[src/design/tcc_pkg.sv]
`timescale 1ns / 1ps
`default_nettype none

package tcc_pkg;

    // Field and register widths
    localparam int RAW_W      = 12;
    localparam int HUM_W      = 12;
    localparam int TIN_W      = 11;
    localparam int AMB_W      = 8;
    localparam int LIM_W      = 10;
    localparam int CFG_IDX_W  = 3;
    localparam int CFG_DATA_W = 12;

    // Raw range and search
    localparam int RAW_MAX      = 4095;
    localparam int RAW_HALF     = RAW_MAX / 2;
    localparam int RAW_QUARTER  = RAW_MAX / 4;
    localparam int SEARCH_STEPS = 20;
    localparam int STEP_W       = (SEARCH_STEPS > 1) ? $clog2(SEARCH_STEPS) : 1;

    // Reference temperatures and ceiling, Celsius
    localparam int REF_C0   = 200;
    localparam int REF_C1   = 260;
    localparam int REF_C2   = 330;
    localparam int REF_C3   = 400;
    localparam int TEMP_TOP = 999;

    // Interpolation unit widths
    localparam int LIN_IN_W = 14;
    localparam int DIFF_W   = LIN_IN_W + 1;
    localparam int PROD_W   = 2 * DIFF_W;
    localparam int MAG_W    = 24;
    localparam int DEN_W    = DIFF_W;
    localparam int LIN_W    = 28;
    localparam int CNT_W    = $clog2(MAG_W);

    typedef enum logic [1:0] {
        KIND_FWD  = 2'd0,
        KIND_INV  = 2'd1,
        KIND_LP   = 2'd2,
        KIND_NONE = 2'd3
    } kind_t;

    typedef enum logic [CFG_IDX_W-1:0] {
        CFG_CP0     = 3'd0,
        CFG_CP1     = 3'd1,
        CFG_CP2     = 3'd2,
        CFG_CP3     = 3'd3,
        CFG_CAL_AMB = 3'd4,
        CFG_USE_C   = 3'd5,
        CFG_LIM_MIN = 3'd6,
        CFG_LIM_MAX = 3'd7
    } cfg_idx_t;

    typedef enum logic [4:0] {
        ST_IDLE,
        ST_PREP,
        ST_FWD_START,
        ST_FWD_WAIT,
        ST_FWD_CLAMP,
        ST_FWD_FAHR,
        ST_SEARCH,
        ST_CONV,
        ST_TCLAMP,
        ST_GUESS_START,
        ST_GUESS_WAIT,
        ST_GUESS_ADJ,
        ST_LP_CELS,
        ST_LP_CHECK,
        ST_LP_START,
        ST_LP_WAIT,
        ST_DONE
    } st_t;

    typedef enum logic [1:0] {
        LIN_IDLE,
        LIN_MUL,
        LIN_DIV,
        LIN_FIN
    } lin_st_t;

    // F = (9*C + 162) / 5, truncated toward zero; /5 by reciprocal
    function automatic logic signed [HUM_W-1:0] to_fahr(input logic signed [HUM_W-1:0] c);
        logic signed [15:0] n;
        logic [14:0]        m;
        logic [30:0]        p;
        logic [HUM_W-1:0]   q;
        n = $signed({{(16-HUM_W){c[HUM_W-1]}}, c}) * 16'sd9 + 16'sd162;
        m = n[15] ? 15'(-n) : n[14:0];
        p = 31'(m) * 31'd52429;
        q = p[18+HUM_W-1:18];
        return n[15] ? $signed(-q) : $signed(q);
    endfunction

    // C = ((F-32)*5 + 4) / 9 above 32 F, else 0; /9 by reciprocal
    function automatic logic [TIN_W-1:0] to_cels(input logic [TIN_W-1:0] f);
        logic [13:0] n;
        logic [29:0] p;
        n = '0;
        p = '0;
        if (f > TIN_W'(32))
        begin
            n = 14'(f - TIN_W'(32)) * 14'd5 + 14'd4;
            p = 30'(n) * 30'd58255;
        end
        return p[19+TIN_W-1:19];
    endfunction

endpackage

`default_nettype wire

[src/design/tcc_lin.sv]
`timescale 1ns / 1ps
`default_nettype none

// Truncating interpolation (x-a)*(dd-c)/(b-a)+c; bit-serial restoring divide
module tcc_lin (
    input  logic                                 clk,
    input  logic                                 rst_n,
    input  logic                                 start,
    input  logic signed [tcc_pkg::LIN_IN_W-1:0]  x,
    input  logic signed [tcc_pkg::LIN_IN_W-1:0]  a,
    input  logic signed [tcc_pkg::LIN_IN_W-1:0]  b,
    input  logic signed [tcc_pkg::LIN_IN_W-1:0]  c,
    input  logic signed [tcc_pkg::LIN_IN_W-1:0]  dd,
    output logic                                 done,
    output logic signed [tcc_pkg::LIN_W-1:0]     q
);

    tcc_pkg::lin_st_t state_reg, state_next;

    logic signed [tcc_pkg::DIFF_W-1:0]   xa_reg, dc_reg, ba_reg;
    logic signed [tcc_pkg::LIN_IN_W-1:0] c_reg;
    logic [tcc_pkg::MAG_W-1:0]           num_reg;
    logic [tcc_pkg::DEN_W-1:0]           den_reg, rem_reg;
    logic                                neg_reg;
    logic [tcc_pkg::CNT_W-1:0]           cnt_reg;
    logic                                done_reg;
    logic signed [tcc_pkg::LIN_W-1:0]    q_reg;

    logic signed [tcc_pkg::PROD_W-1:0]   prod;
    logic [tcc_pkg::PROD_W-1:0]          prod_mag;
    logic [tcc_pkg::DEN_W:0]             shifted;
    logic                                fits;
    logic signed [tcc_pkg::LIN_W-1:0]    q_signed, c_ext;

    assign prod     = xa_reg * dc_reg;
    assign prod_mag = prod[tcc_pkg::PROD_W-1] ? tcc_pkg::PROD_W'(-prod)
                                              : tcc_pkg::PROD_W'(prod);
    assign shifted  = {rem_reg, num_reg[tcc_pkg::MAG_W-1]};
    assign fits     = shifted >= {1'b0, den_reg};
    assign c_ext    = $signed({{(tcc_pkg::LIN_W-tcc_pkg::LIN_IN_W){c_reg[tcc_pkg::LIN_IN_W-1]}},
                               c_reg});
    assign q_signed = neg_reg ? -$signed({{(tcc_pkg::LIN_W-tcc_pkg::MAG_W){1'b0}}, num_reg})
                              :  $signed({{(tcc_pkg::LIN_W-tcc_pkg::MAG_W){1'b0}}, num_reg});

    always_comb
    begin
        state_next = state_reg;
        unique case (state_reg)
            tcc_pkg::LIN_IDLE: if (start) state_next = tcc_pkg::LIN_MUL;
            tcc_pkg::LIN_MUL:  state_next = (ba_reg == '0) ? tcc_pkg::LIN_IDLE
                                                           : tcc_pkg::LIN_DIV;
            tcc_pkg::LIN_DIV:  if (cnt_reg == tcc_pkg::CNT_W'(tcc_pkg::MAG_W - 1))
                                   state_next = tcc_pkg::LIN_FIN;
            tcc_pkg::LIN_FIN:  state_next = tcc_pkg::LIN_IDLE;
            default:           state_next = tcc_pkg::LIN_IDLE;
        endcase
    end

    always_ff @(posedge clk or negedge rst_n)
    begin
        if (!rst_n)
        begin
            state_reg <= tcc_pkg::LIN_IDLE;
            done_reg  <= 1'b0;
        end
        else
        begin
            state_reg <= state_next;
            done_reg  <= ((state_reg == tcc_pkg::LIN_MUL) && (ba_reg == '0))
                      || (state_reg == tcc_pkg::LIN_FIN);
        end
    end

    always_ff @(posedge clk)
    begin
        unique case (state_reg)
            tcc_pkg::LIN_IDLE:
            begin
                if (start)
                begin
                    xa_reg <= $signed({x[tcc_pkg::LIN_IN_W-1], x}) - $signed({a[tcc_pkg::LIN_IN_W-1], a});
                    dc_reg <= $signed({dd[tcc_pkg::LIN_IN_W-1], dd}) - $signed({c[tcc_pkg::LIN_IN_W-1], c});
                    ba_reg <= $signed({b[tcc_pkg::LIN_IN_W-1], b}) - $signed({a[tcc_pkg::LIN_IN_W-1], a});
                    c_reg  <= c;
                end
            end
            tcc_pkg::LIN_MUL:
            begin
                // equal ends give the lower output end
                if (ba_reg == '0)
                    q_reg <= c_ext;
                num_reg <= prod_mag[tcc_pkg::MAG_W-1:0];
                neg_reg <= prod[tcc_pkg::PROD_W-1] ^ ba_reg[tcc_pkg::DIFF_W-1];
                den_reg <= ba_reg[tcc_pkg::DIFF_W-1] ? tcc_pkg::DEN_W'(-ba_reg)
                                                     : tcc_pkg::DEN_W'(ba_reg);
                rem_reg <= '0;
                cnt_reg <= '0;
            end
            tcc_pkg::LIN_DIV:
            begin
                rem_reg <= fits ? tcc_pkg::DEN_W'(shifted - {1'b0, den_reg})
                                : shifted[tcc_pkg::DEN_W-1:0];
                num_reg <= {num_reg[tcc_pkg::MAG_W-2:0], fits};
                cnt_reg <= cnt_reg + tcc_pkg::CNT_W'(1);
            end
            tcc_pkg::LIN_FIN:
            begin
                q_reg <= q_signed + c_ext;
            end
            default:
            begin
                cnt_reg <= '0;
            end
        endcase
    end

    assign done = done_reg;
    assign q    = q_reg;

endmodule

`default_nettype wire

[src/design/thermocouple_calibration_converter_top.sv]
`timescale 1ns / 1ps
`default_nettype none

// Input transfer to out_valid: raw to human runs one forward evaluation; human to raw runs setup,
// a guess, then up to 20 forward evaluations, each paced by the 24-step serial divide; low power
// runs one interpolation at or below 200 C, else the human-to-raw search. Throughput: one item at
// a time; the next transfer is taken once the result sits in the output register. Reset: asynchronous,
// active low; configuration returns to its reset values, sequencer and output valid clear.
module thermocouple_calibration_converter_top (
    input  logic                              clk,
    input  logic                              rst_n,
    input  logic                              in_valid,
    output logic                              in_stall,
    input  logic [1:0]                        kind,
    input  logic [tcc_pkg::RAW_W-1:0]         raw_temp,
    input  logic [tcc_pkg::TIN_W-1:0]         human_temp,
    input  logic signed [tcc_pkg::AMB_W-1:0]  ambient_temp,
    output logic                              out_valid,
    input  logic                              out_stall,
    output logic [tcc_pkg::RAW_W-1:0]         value,
    input  logic                              cfg_valid,
    output logic                              cfg_ready,
    input  logic [tcc_pkg::CFG_IDX_W-1:0]     cfg_index,
    input  logic [tcc_pkg::CFG_DATA_W-1:0]    cfg_data
);

    localparam int LW = tcc_pkg::LIN_IN_W;
    localparam int HW = tcc_pkg::HUM_W;

    // Configuration registers
    logic [tcc_pkg::RAW_W-1:0]        cp0_reg, cp1_reg, cp2_reg, cp3_reg;
    logic signed [tcc_pkg::AMB_W-1:0] cal_amb_reg;
    logic                             use_c_reg;
    logic [tcc_pkg::LIM_W-1:0]        lim_min_reg, lim_max_reg;

    // Sequencer and working registers
    tcc_pkg::st_t                     state_reg, state_next;
    tcc_pkg::kind_t                   kind_reg;
    logic [tcc_pkg::TIN_W-1:0]        t_in_reg, tc_reg;
    logic signed [tcc_pkg::AMB_W-1:0] amb_reg;
    logic signed [tcc_pkg::AMB_W:0]   d_reg;
    logic [tcc_pkg::RAW_W-1:0]        r_reg, left_reg, right_reg, res_reg;
    logic [tcc_pkg::STEP_W-1:0]       step_reg;
    logic [1:0]                       conv_reg;
    logic signed [HW-1:0]             t200_reg, t400_reg, tmin_reg, tmax_reg, t_reg;
    logic [9:0]                       hc_reg;
    logic [HW-1:0]                    h_reg;
    logic                             out_valid_reg;
    logic [tcc_pkg::RAW_W-1:0]        value_reg;

    // Interpolation unit
    logic                             lin_start, lin_done;
    logic signed [LW-1:0]             lin_x, lin_a, lin_b, lin_c, lin_dd;
    logic signed [tcc_pkg::LIN_W-1:0] lin_q;

    // Datapath helpers
    logic signed [LW-1:0]             d_ext, amb_ext, ref0, ref1, ref2, ref3;
    logic signed [LW-1:0]             cp0_s, cp1_s, cp2_s, cp3_s;
    logic signed [tcc_pkg::LIN_W-1:0] amb_wide, h_clamp;
    logic [tcc_pkg::RAW_W-1:0]        lin_sat, guess_adj;
    logic signed [HW-1:0]             conv_x, conv_y, t_cand, fahr_h;
    logic                             search_eq, search_lt, search_last;
    logic [tcc_pkg::RAW_W:0]          mid_sum;
    logic [tcc_pkg::RAW_W-1:0]        mid, r_new;
    logic                             in_xfer, out_load;

    assign in_stall  = (state_reg != tcc_pkg::ST_IDLE);
    assign in_xfer   = in_valid && !in_stall;
    assign cfg_ready = 1'b1;
    assign out_load  = (state_reg == tcc_pkg::ST_DONE) && (!out_valid_reg || !out_stall);
    assign out_valid = out_valid_reg;
    assign value     = value_reg;

    // Configuration writes
    always_ff @(posedge clk or negedge rst_n)
    begin
        if (!rst_n)
        begin
            cp0_reg     <= 12'd680;
            cp1_reg     <= 12'd964;
            cp2_reg     <= 12'd1290;
            cp3_reg     <= 12'd1600;
            cal_amb_reg <= 8'sd25;
            use_c_reg   <= 1'b1;
            lim_min_reg <= 10'd180;
            lim_max_reg <= 10'd450;
        end
        else if (cfg_valid && cfg_ready)
        begin
            unique case (tcc_pkg::cfg_idx_t'(cfg_index))
                tcc_pkg::CFG_CP0:     cp0_reg     <= cfg_data;
                tcc_pkg::CFG_CP1:     cp1_reg     <= cfg_data;
                tcc_pkg::CFG_CP2:     cp2_reg     <= cfg_data;
                tcc_pkg::CFG_CP3:     cp3_reg     <= cfg_data;
                tcc_pkg::CFG_CAL_AMB: cal_amb_reg <= $signed(cfg_data[tcc_pkg::AMB_W-1:0]);
                tcc_pkg::CFG_USE_C:   use_c_reg   <= cfg_data[0];
                tcc_pkg::CFG_LIM_MIN: lim_min_reg <= cfg_data[tcc_pkg::LIM_W-1:0];
                tcc_pkg::CFG_LIM_MAX: lim_max_reg <= cfg_data[tcc_pkg::LIM_W-1:0];
                default:              use_c_reg   <= use_c_reg;
            endcase
        end
    end

    // Ambient-shifted references and widened operands
    assign d_ext   = $signed({{(LW-tcc_pkg::AMB_W-1){d_reg[tcc_pkg::AMB_W]}}, d_reg});
    assign amb_ext = $signed({{(LW-tcc_pkg::AMB_W){amb_reg[tcc_pkg::AMB_W-1]}}, amb_reg});
    assign ref0    = LW'(tcc_pkg::REF_C0) + d_ext;
    assign ref1    = LW'(tcc_pkg::REF_C1) + d_ext;
    assign ref2    = LW'(tcc_pkg::REF_C2) + d_ext;
    assign ref3    = LW'(tcc_pkg::REF_C3) + d_ext;
    assign cp0_s   = $signed({{(LW-tcc_pkg::RAW_W){1'b0}}, cp0_reg});
    assign cp1_s   = $signed({{(LW-tcc_pkg::RAW_W){1'b0}}, cp1_reg});
    assign cp2_s   = $signed({{(LW-tcc_pkg::RAW_W){1'b0}}, cp2_reg});
    assign cp3_s   = $signed({{(LW-tcc_pkg::RAW_W){1'b0}}, cp3_reg});

    // Interpolation operands: segment pick for the forward map, or the guess
    // line, or the low-power line
    always_comb
    begin
        lin_start = (state_reg == tcc_pkg::ST_FWD_START)
                 || (state_reg == tcc_pkg::ST_GUESS_START)
                 || (state_reg == tcc_pkg::ST_LP_START);
        lin_x  = $signed({{(LW-tcc_pkg::RAW_W){1'b0}}, r_reg});
        lin_a  = '0;
        lin_b  = cp0_s;
        lin_c  = amb_ext;
        lin_dd = ref0;
        priority if (state_reg == tcc_pkg::ST_GUESS_START)
        begin
            lin_x  = $signed({{(LW-HW){t_reg[HW-1]}}, t_reg});
            lin_a  = $signed({{(LW-HW){t200_reg[HW-1]}}, t200_reg});
            lin_b  = $signed({{(LW-HW){t400_reg[HW-1]}}, t400_reg});
            lin_c  = cp0_s;
            lin_dd = cp3_s;
        end
        else if (state_reg == tcc_pkg::ST_LP_START)
        begin
            lin_x  = $signed({{(LW-tcc_pkg::TIN_W){1'b0}}, tc_reg});
            lin_a  = amb_ext;
            lin_b  = ref0;
            lin_c  = '0;
            lin_dd = cp0_s;
        end
        else if (r_reg < cp0_reg)
        begin
            // below the first point: 0..point 0 onto ambient..reference 0
            lin_a = '0;
        end
        else if (r_reg <= cp3_reg)
        begin
            // first segment whose upper point exceeds the reading, else the last segment
            priority if (r_reg < cp1_reg)
            begin
                lin_a = cp0_s; lin_b = cp1_s; lin_c = ref0; lin_dd = ref1;
            end
            else if (r_reg < cp2_reg)
            begin
                lin_a = cp1_s; lin_b = cp2_s; lin_c = ref1; lin_dd = ref2;
            end
            else
            begin
                lin_a = cp2_s; lin_b = cp3_s; lin_c = ref2; lin_dd = ref3;
            end
        end
        else
        begin
            // beyond the last point: extend the line through points 1 and 3
            lin_a = cp1_s; lin_b = cp3_s; lin_c = ref1; lin_dd = ref3;
        end
    end

    tcc_lin u_lin (
        .clk   (clk),
        .rst_n (rst_n),
        .start (lin_start),
        .x     (lin_x),
        .a     (lin_a),
        .b     (lin_b),
        .c     (lin_c),
        .dd    (lin_dd),
        .done  (lin_done),
        .q     (lin_q)
    );

    // Clamp the forward result to ambient..999, then to no less than zero
    assign amb_wide = $signed({{(tcc_pkg::LIN_W-tcc_pkg::AMB_W){amb_reg[tcc_pkg::AMB_W-1]}},
                               amb_reg});
    always_comb
    begin
        h_clamp = (lin_q < amb_wide) ? amb_wide : lin_q;
        if (h_clamp > tcc_pkg::LIN_W'(tcc_pkg::TEMP_TOP))
            h_clamp = tcc_pkg::LIN_W'(tcc_pkg::TEMP_TOP);
        if (h_clamp < 0)
            h_clamp = '0;
    end

    // Saturate an interpolated raw value to the raw range
    always_comb
    begin
        priority if (lin_q < 0)
            lin_sat = '0;
        else if (lin_q > tcc_pkg::LIN_W'(tcc_pkg::RAW_MAX))
            lin_sat = tcc_pkg::RAW_W'(tcc_pkg::RAW_MAX);
        else
            lin_sat = lin_q[tcc_pkg::RAW_W-1:0];
    end

    // Shift the first guess a quarter range: down if above half range, else up
    assign guess_adj = (lin_sat > tcc_pkg::RAW_W'(tcc_pkg::RAW_HALF))
                     ? lin_sat - tcc_pkg::RAW_W'(tcc_pkg::RAW_QUARTER)
                     : lin_sat + tcc_pkg::RAW_W'(tcc_pkg::RAW_QUARTER);

    // Limits and reference ends in human units, one conversion a cycle
    always_comb
    begin
        unique case (conv_reg)
            2'd0:    conv_x = HW'(tcc_pkg::REF_C0) + HW'(d_ext);
            2'd1:    conv_x = HW'(tcc_pkg::REF_C3) + HW'(d_ext);
            2'd2:    conv_x = $signed({{(HW-tcc_pkg::LIM_W){1'b0}}, lim_min_reg});
            default: conv_x = $signed({{(HW-tcc_pkg::LIM_W){1'b0}}, lim_max_reg});
        endcase
        conv_y = use_c_reg ? conv_x : tcc_pkg::to_fahr(conv_x);
    end

    // Target clamp: lower limit first, upper limit otherwise
    always_comb
    begin
        t_cand = $signed({{(HW-tcc_pkg::TIN_W){1'b0}}, t_in_reg});
        priority if (t_cand < tmin_reg)
            t_cand = tmin_reg;
        else if (t_cand > tmax_reg)
            t_cand = tmax_reg;
    end

    assign fahr_h = tcc_pkg::to_fahr($signed({{(HW-10){1'b0}}, hc_reg}));

    // Bisection step
    assign search_eq   = $signed({1'b0, h_reg}) == $signed({t_reg[HW-1], t_reg});
    assign search_lt   = $signed({1'b0, h_reg}) <  $signed({t_reg[HW-1], t_reg});
    assign search_last = (step_reg == tcc_pkg::STEP_W'(tcc_pkg::SEARCH_STEPS - 1));
    assign mid_sum     = search_lt ? {1'b0, r_reg} + {1'b0, right_reg}
                                   : {1'b0, left_reg} + {1'b0, r_reg};
    assign mid         = mid_sum[tcc_pkg::RAW_W:1];
    always_comb
    begin
        r_new = mid;
        if (mid == r_reg)
        begin
            // no progress: nudge one step, held inside the raw range
            if (search_lt)
                r_new = (r_reg == tcc_pkg::RAW_W'(tcc_pkg::RAW_MAX)) ? r_reg
                                                                    : r_reg + 1'b1;
            else
                r_new = (r_reg == '0) ? r_reg : r_reg - 1'b1;
        end
    end

    // Next state
    always_comb
    begin
        state_next = state_reg;
        unique case (state_reg)
            tcc_pkg::ST_IDLE:        if (in_xfer) state_next = tcc_pkg::ST_PREP;
            tcc_pkg::ST_PREP:
            begin
                unique case (kind_reg)
                    tcc_pkg::KIND_FWD: state_next = tcc_pkg::ST_FWD_START;
                    tcc_pkg::KIND_INV: state_next = tcc_pkg::ST_CONV;
                    tcc_pkg::KIND_LP:  state_next = tcc_pkg::ST_LP_CELS;
                    default:           state_next = tcc_pkg::ST_DONE;
                endcase
            end
            tcc_pkg::ST_FWD_START:   state_next = tcc_pkg::ST_FWD_WAIT;
            tcc_pkg::ST_FWD_WAIT:    if (lin_done) state_next = tcc_pkg::ST_FWD_CLAMP;
            tcc_pkg::ST_FWD_CLAMP:   state_next = tcc_pkg::ST_FWD_FAHR;
            tcc_pkg::ST_FWD_FAHR:    state_next = (kind_reg == tcc_pkg::KIND_FWD)
                                                ? tcc_pkg::ST_DONE : tcc_pkg::ST_SEARCH;
            tcc_pkg::ST_SEARCH:      state_next = (search_eq || search_last)
                                                ? tcc_pkg::ST_DONE : tcc_pkg::ST_FWD_START;
            tcc_pkg::ST_CONV:        if (conv_reg == 2'd3) state_next = tcc_pkg::ST_TCLAMP;
            tcc_pkg::ST_TCLAMP:      state_next = tcc_pkg::ST_GUESS_START;
            tcc_pkg::ST_GUESS_START: state_next = tcc_pkg::ST_GUESS_WAIT;
            tcc_pkg::ST_GUESS_WAIT:  if (lin_done) state_next = tcc_pkg::ST_GUESS_ADJ;
            tcc_pkg::ST_GUESS_ADJ:   state_next = tcc_pkg::ST_FWD_START;
            tcc_pkg::ST_LP_CELS:     state_next = tcc_pkg::ST_LP_CHECK;
            tcc_pkg::ST_LP_CHECK:    state_next = (tc_reg > tcc_pkg::TIN_W'(tcc_pkg::REF_C0))
                                                ? tcc_pkg::ST_CONV : tcc_pkg::ST_LP_START;
            tcc_pkg::ST_LP_START:    state_next = tcc_pkg::ST_LP_WAIT;
            tcc_pkg::ST_LP_WAIT:     if (lin_done) state_next = tcc_pkg::ST_DONE;
            tcc_pkg::ST_DONE:        if (out_load) state_next = tcc_pkg::ST_IDLE;
            default:                 state_next = tcc_pkg::ST_IDLE;
        endcase
    end

    always_ff @(posedge clk or negedge rst_n)
    begin
        if (!rst_n)
            state_reg <= tcc_pkg::ST_IDLE;
        else
            state_reg <= state_next;
    end

    // Working registers
    always_ff @(posedge clk)
    begin
        unique case (state_reg)
            tcc_pkg::ST_IDLE:
            begin
                if (in_xfer)
                begin
                    kind_reg <= tcc_pkg::kind_t'(kind);
                    t_in_reg <= human_temp;
                    amb_reg  <= ambient_temp;
                    r_reg    <= raw_temp;
                end
            end
            tcc_pkg::ST_PREP:
            begin
                d_reg    <= $signed({amb_reg[tcc_pkg::AMB_W-1], amb_reg})
                          - $signed({cal_amb_reg[tcc_pkg::AMB_W-1], cal_amb_reg});
                conv_reg <= 2'd0;
                res_reg  <= '0;
            end
            tcc_pkg::ST_FWD_CLAMP: hc_reg <= h_clamp[9:0];
            tcc_pkg::ST_FWD_FAHR:
            begin
                h_reg <= use_c_reg ? {{(HW-10){1'b0}}, hc_reg} : fahr_h;
                if (kind_reg == tcc_pkg::KIND_FWD)
                    res_reg <= use_c_reg ? {{(HW-10){1'b0}}, hc_reg} : fahr_h;
            end
            tcc_pkg::ST_SEARCH:
            begin
                if (search_eq)
                    res_reg <= r_reg;
                else
                begin
                    if (search_lt)
                        left_reg  <= r_reg;
                    else
                        right_reg <= r_reg;
                    r_reg    <= r_new;
                    res_reg  <= r_new;
                    step_reg <= step_reg + tcc_pkg::STEP_W'(1);
                end
            end
            tcc_pkg::ST_CONV:
            begin
                unique case (conv_reg)
                    2'd0:    t200_reg <= conv_y;
                    2'd1:    t400_reg <= conv_y;
                    2'd2:    tmin_reg <= conv_y;
                    default: tmax_reg <= conv_y;
                endcase
                conv_reg <= conv_reg + 2'd1;
            end
            tcc_pkg::ST_TCLAMP: t_reg <= t_cand;
            tcc_pkg::ST_GUESS_ADJ:
            begin
                r_reg     <= guess_adj;
                left_reg  <= '0;
                right_reg <= tcc_pkg::RAW_W'(tcc_pkg::RAW_MAX);
                step_reg  <= '0;
            end
            tcc_pkg::ST_LP_CELS:
                tc_reg <= use_c_reg ? t_in_reg : tcc_pkg::to_cels(t_in_reg);
            tcc_pkg::ST_LP_WAIT:
                if (lin_done) res_reg <= lin_sat;
            default:
                conv_reg <= conv_reg;
        endcase
    end

    // Output register: hold the result until the far side takes the transfer
    always_ff @(posedge clk or negedge rst_n)
    begin
        if (!rst_n)
            out_valid_reg <= 1'b0;
        else if (out_load)
            out_valid_reg <= 1'b1;
        else if (!out_stall)
            out_valid_reg <= 1'b0;
    end

    always_ff @(posedge clk)
    begin
        if (out_load)
            value_reg <= res_reg;
    end

    // Checks
    a_accept_starts: assert property (@(posedge clk) disable iff (!rst_n)
        in_xfer |=> (state_reg == tcc_pkg::ST_PREP))
        else $error("accepted item did not start the sequencer");

    a_done_in_wait: assert property (@(posedge clk) disable iff (!rst_n)
        lin_done |-> (state_reg == tcc_pkg::ST_FWD_WAIT)
                  || (state_reg == tcc_pkg::ST_GUESS_WAIT)
                  || (state_reg == tcc_pkg::ST_LP_WAIT))
        else $error("interpolation finished outside a wait state");

    a_result_loads: assert property (@(posedge clk) disable iff (!rst_n)
        (state_reg == tcc_pkg::ST_DONE && !out_valid_reg) |=> out_valid_reg)
        else $error("finished result not moved to the output register");

endmodule

`default_nettype wire
[config.mk]
export PLATFORM = sky130hd
export DESIGN_NAME = thermocouple_calibration_converter_top
export DESIGN_NICKNAME = d
export VERILOG_FILES = /design/src/design/tcc_pkg.sv /design/src/design/tcc_lin.sv /design/src/design/thermocouple_calibration_converter_top.sv
export SDC_FILE = /design/constraint.sdc
export NUM_CORES = 2
export LEC_CHECK = 0
export ABC_AREA = 1
export BUFFER_PORTS_ARGS = -buffer_cell sky130_fd_sc_hd__clkbuf_2
export CAP_MARGIN = 20
export CORE_MARGIN = 5
export CORE_UTILIZATION = 66
export DETAILED_ROUTE_END_ITERATION = 7
export PLACE_DENSITY = 0.83
export SYNTH_ARGS = -nofsm -noshare
export SYNTH_HDL_FRONTEND = slang
export SYNTH_SLANG_ARGS = --single-unit
[constraint.sdc]
create_clock -name clk -period 13 [get_ports clk]
set_clock_uncertainty 0.1 [all_clocks]
set_input_delay 2.6 -clock clk [delete_from_list [all_inputs] [get_ports clk]]
set_output_delay 2.6 -clock clk [all_outputs]
set_load 0.01 [all_outputs]
==> run metrics <==
Via Count 42903; DP HPWL 115 mm; Tot GR Track Use 0.347; htree depth 2; Critical Path Slowest Stage Cell inv_1; setup TNS 0 ps; kind of critical path flop to flop; Inst Count DP 7171; chip height 289 um; Layout Nets 7377; clock latency on the worst-skew pair 630 ps; RSZ-0062 raised after global routing false; final hold vios 0; pin count of the biggest net entering global routing 66; Worst Max-Slew Pin Slew 1110 ps; startpoint class of the critical path flop; Routed Antenna Nets 0; Syn Nets 7363; Final Wtd Congestion 0.998; Starting Density 0.665; P&R area growth vs syn 5.93%; Placement Rows 102; Max Freq 90.9 MHz; Netlist Area Pre-Place 51400 um2; Buf+Inv Stages, Crit Path 5; ys flop type edfxtp_1; CP max FO 24; chip width 289 um; CP endpoint kind flop; post-synth cell types 86; clock sink count 422; slew margin rel. 0.260; residual DRC count 0; Core Util, Final 0.705; die footprint 83600 um2; initial antenna violation count 2; CTS Hold Buffers Added 0; Worst R2R End tmin_reg[11]$_DFFE_PP_; Hold Path Stages 0; Worst path most repeated cell nand2_1; status completed; CTS Buffer Depth 3; Diodes inserted 0; Reg clk slew, reported paths 60 ps; Post-synth EDFFs 336; 1st-pass router iterations 6; Tmin final 11010 ps; reg-to-reg slack, setup 1990 ps; first-pass GRT wire length 231 mm; Async S/R FF share, synth 0.204; placed cell area 52800 um2; Clock Tree Root clkbuf_16; max reg flops 28; num ports 68; Endpoint, Worst Hold value[8]$_DFFE_PP_; HP Start res_reg[8]$_DFFE_PP_; post-route insts no fill 7266; Yosys reg bits 422; DRT Wirelength 143 mm; final cycle utilization of the critical path 0.847; final instance area 54500 um2; crit-path max cell delay 620 ps; CP Depth 44; share of cells above drive strength 1 0.0581; r2r worst-path depth 44; vias in the first global route 43762; Core Area 77300 um2; Num CTS Buffers 49; # Post-CTS Setup Buffers 0; Crit path max-delay family adder cells; Worst R2R Start d_reg[4]$_DFFE_PP_; final setup fails 0; Seq/Total Area, Yosys 0.239; Avg Cell Area, Syn 8.33 um2; routed vias/inst 5.90; Resized Gates After CTS 0; Worst Hold Class flop to flop; routed len/inst 19.6 um; Worst Path Arrival 11240 ps; CTS tree built; reported max-cap violation count 0; fin. max-slew vios 0; Overflow after GRT 0; Cells after Synth 6172; Worst Path Required 13230 ps; PortBufs 66; Starting DRT DRC Count 3945; Synth Warn # 0
==> cell families after synthesis <==
kind of cell,Yosys count,share of synthesized area
other,1,0.0000729
flip-flops,422,0.239
AND/OR/NAND/NOR,1891,0.157
XOR/XNOR,239,0.0414
buffers and inverters,1345,0.0993
AO/OA/AOI/OAI,1136,0.126
adder cells (fa/ha/maj),1138,0.337
==> cell usage in the layout, fill, tap and decap left out, types with 42 or more instances in the layout <==
| cell | instances |
|---|---|
| nor3_1 | 54 |
| edfxtp_1 | 336 |
| dfrtp_1 | 58 |
| ha_1 | 723 |
| nor2_1 | 335 |
| nand2_1 | 1129 |
| fa_1 | 414 |
| nand4_1 | 49 |
| xor2_1 | 171 |
| xnor2_1 | 63 |
| o21ai_0 | 411 |
| clkbuf_16 | 50 |
| o211ai_1 | 56 |
| inv_1 | 1178 |
| buf_4 | 42 |
| clkbuf_2 | 65 |
| nand3_1 | 178 |
| a21oi_1 | 395 |
==> synth_stat cells, drive strengths merged (58+ instances only) <==
cell type / count / area [um2]
a21oi: 398 / 2010
clkbuf: 122 / 458
dfrtp: 58 / 1450
edfxtp: 336 / 10100
fa: 414 / 8290
ha: 724 / 9060
inv: 1195 / 4490
nand2: 1169 / 4520
nand3: 191 / 1050
nor2: 347 / 1360
nor3: 58 / 305
o21ai: 453 / 2280
xnor2: 65 / 584
xor2: 174 / 1550
==> metrics by stage <==
| stage | setup slack, ps | hold slack (ps) |
|---|---|---|
| 6_report | 1990 | 325 |
| 5_1_grt | 1140 | 334 |
| 4_1_cts | 2110 | 321 |
| 3_5_place_dp | 2180 | 305 |
| 3_3_place_gp | 2390 | 302 |
| 2_1_floorplan | 3660 | 300 |
==> final cells by class <==
type	count	area, um2
Multi-Input combinational cell	4405	34100
Clock inverter	34	349
Fill cell	6073	22900
Clock buffer	57	1310
Sequential cell	422	12300
Tap cell	1040	1300
Timing Repair Buffer	109	666
Inverter	1199	4500
==> how the worst max path moves through the flow <==
stage	start	to
3_5_place_dp	d_reg[4]$_DFFE_PP_	tmin_reg[9]$_DFFE_PP_
3_3_place_gp	d_reg[4]$_DFFE_PP_	tmax_reg[9]$_DFFE_PP_
4_1_cts	d_reg[4]$_DFFE_PP_	t200_reg[11]$_DFFE_PP_
5_1_grt	d_reg[4]$_DFFE_PP_	tmax_reg[11]$_DFFE_PP_
6_report	d_reg[4]$_DFFE_PP_	tmin_reg[11]$_DFFE_PP_
2_1_floorplan	d_reg[4]$_DFFE_PP_	t200_reg[11]$_DFFE_PP_
==> routing by layer <==
layer,global-route usage,vias to the layer above,routed length [um]
li1,-,20212,-
met1,0.441,20214,55400
met2,0.569,1955,65800
met3,0.0532,518,11500
met4,0.195,4,9930
met5,0,-,32
==> worst register-to-register path: cells and delay by family, from the launching register on <==
kind / cells / cell delay, ps
fa+ha+maj: 11 / 4740
buf+inv: 5 / 890
simple gates: 21 / 2130
flops: 1 / 570
compound gates: 6 / 1870
xor+xnor: 1 / 440
Power is left out: the tool's default activity adds up to more than one toggle a clock period on the data nets, which glitch-free logic cannot reach.
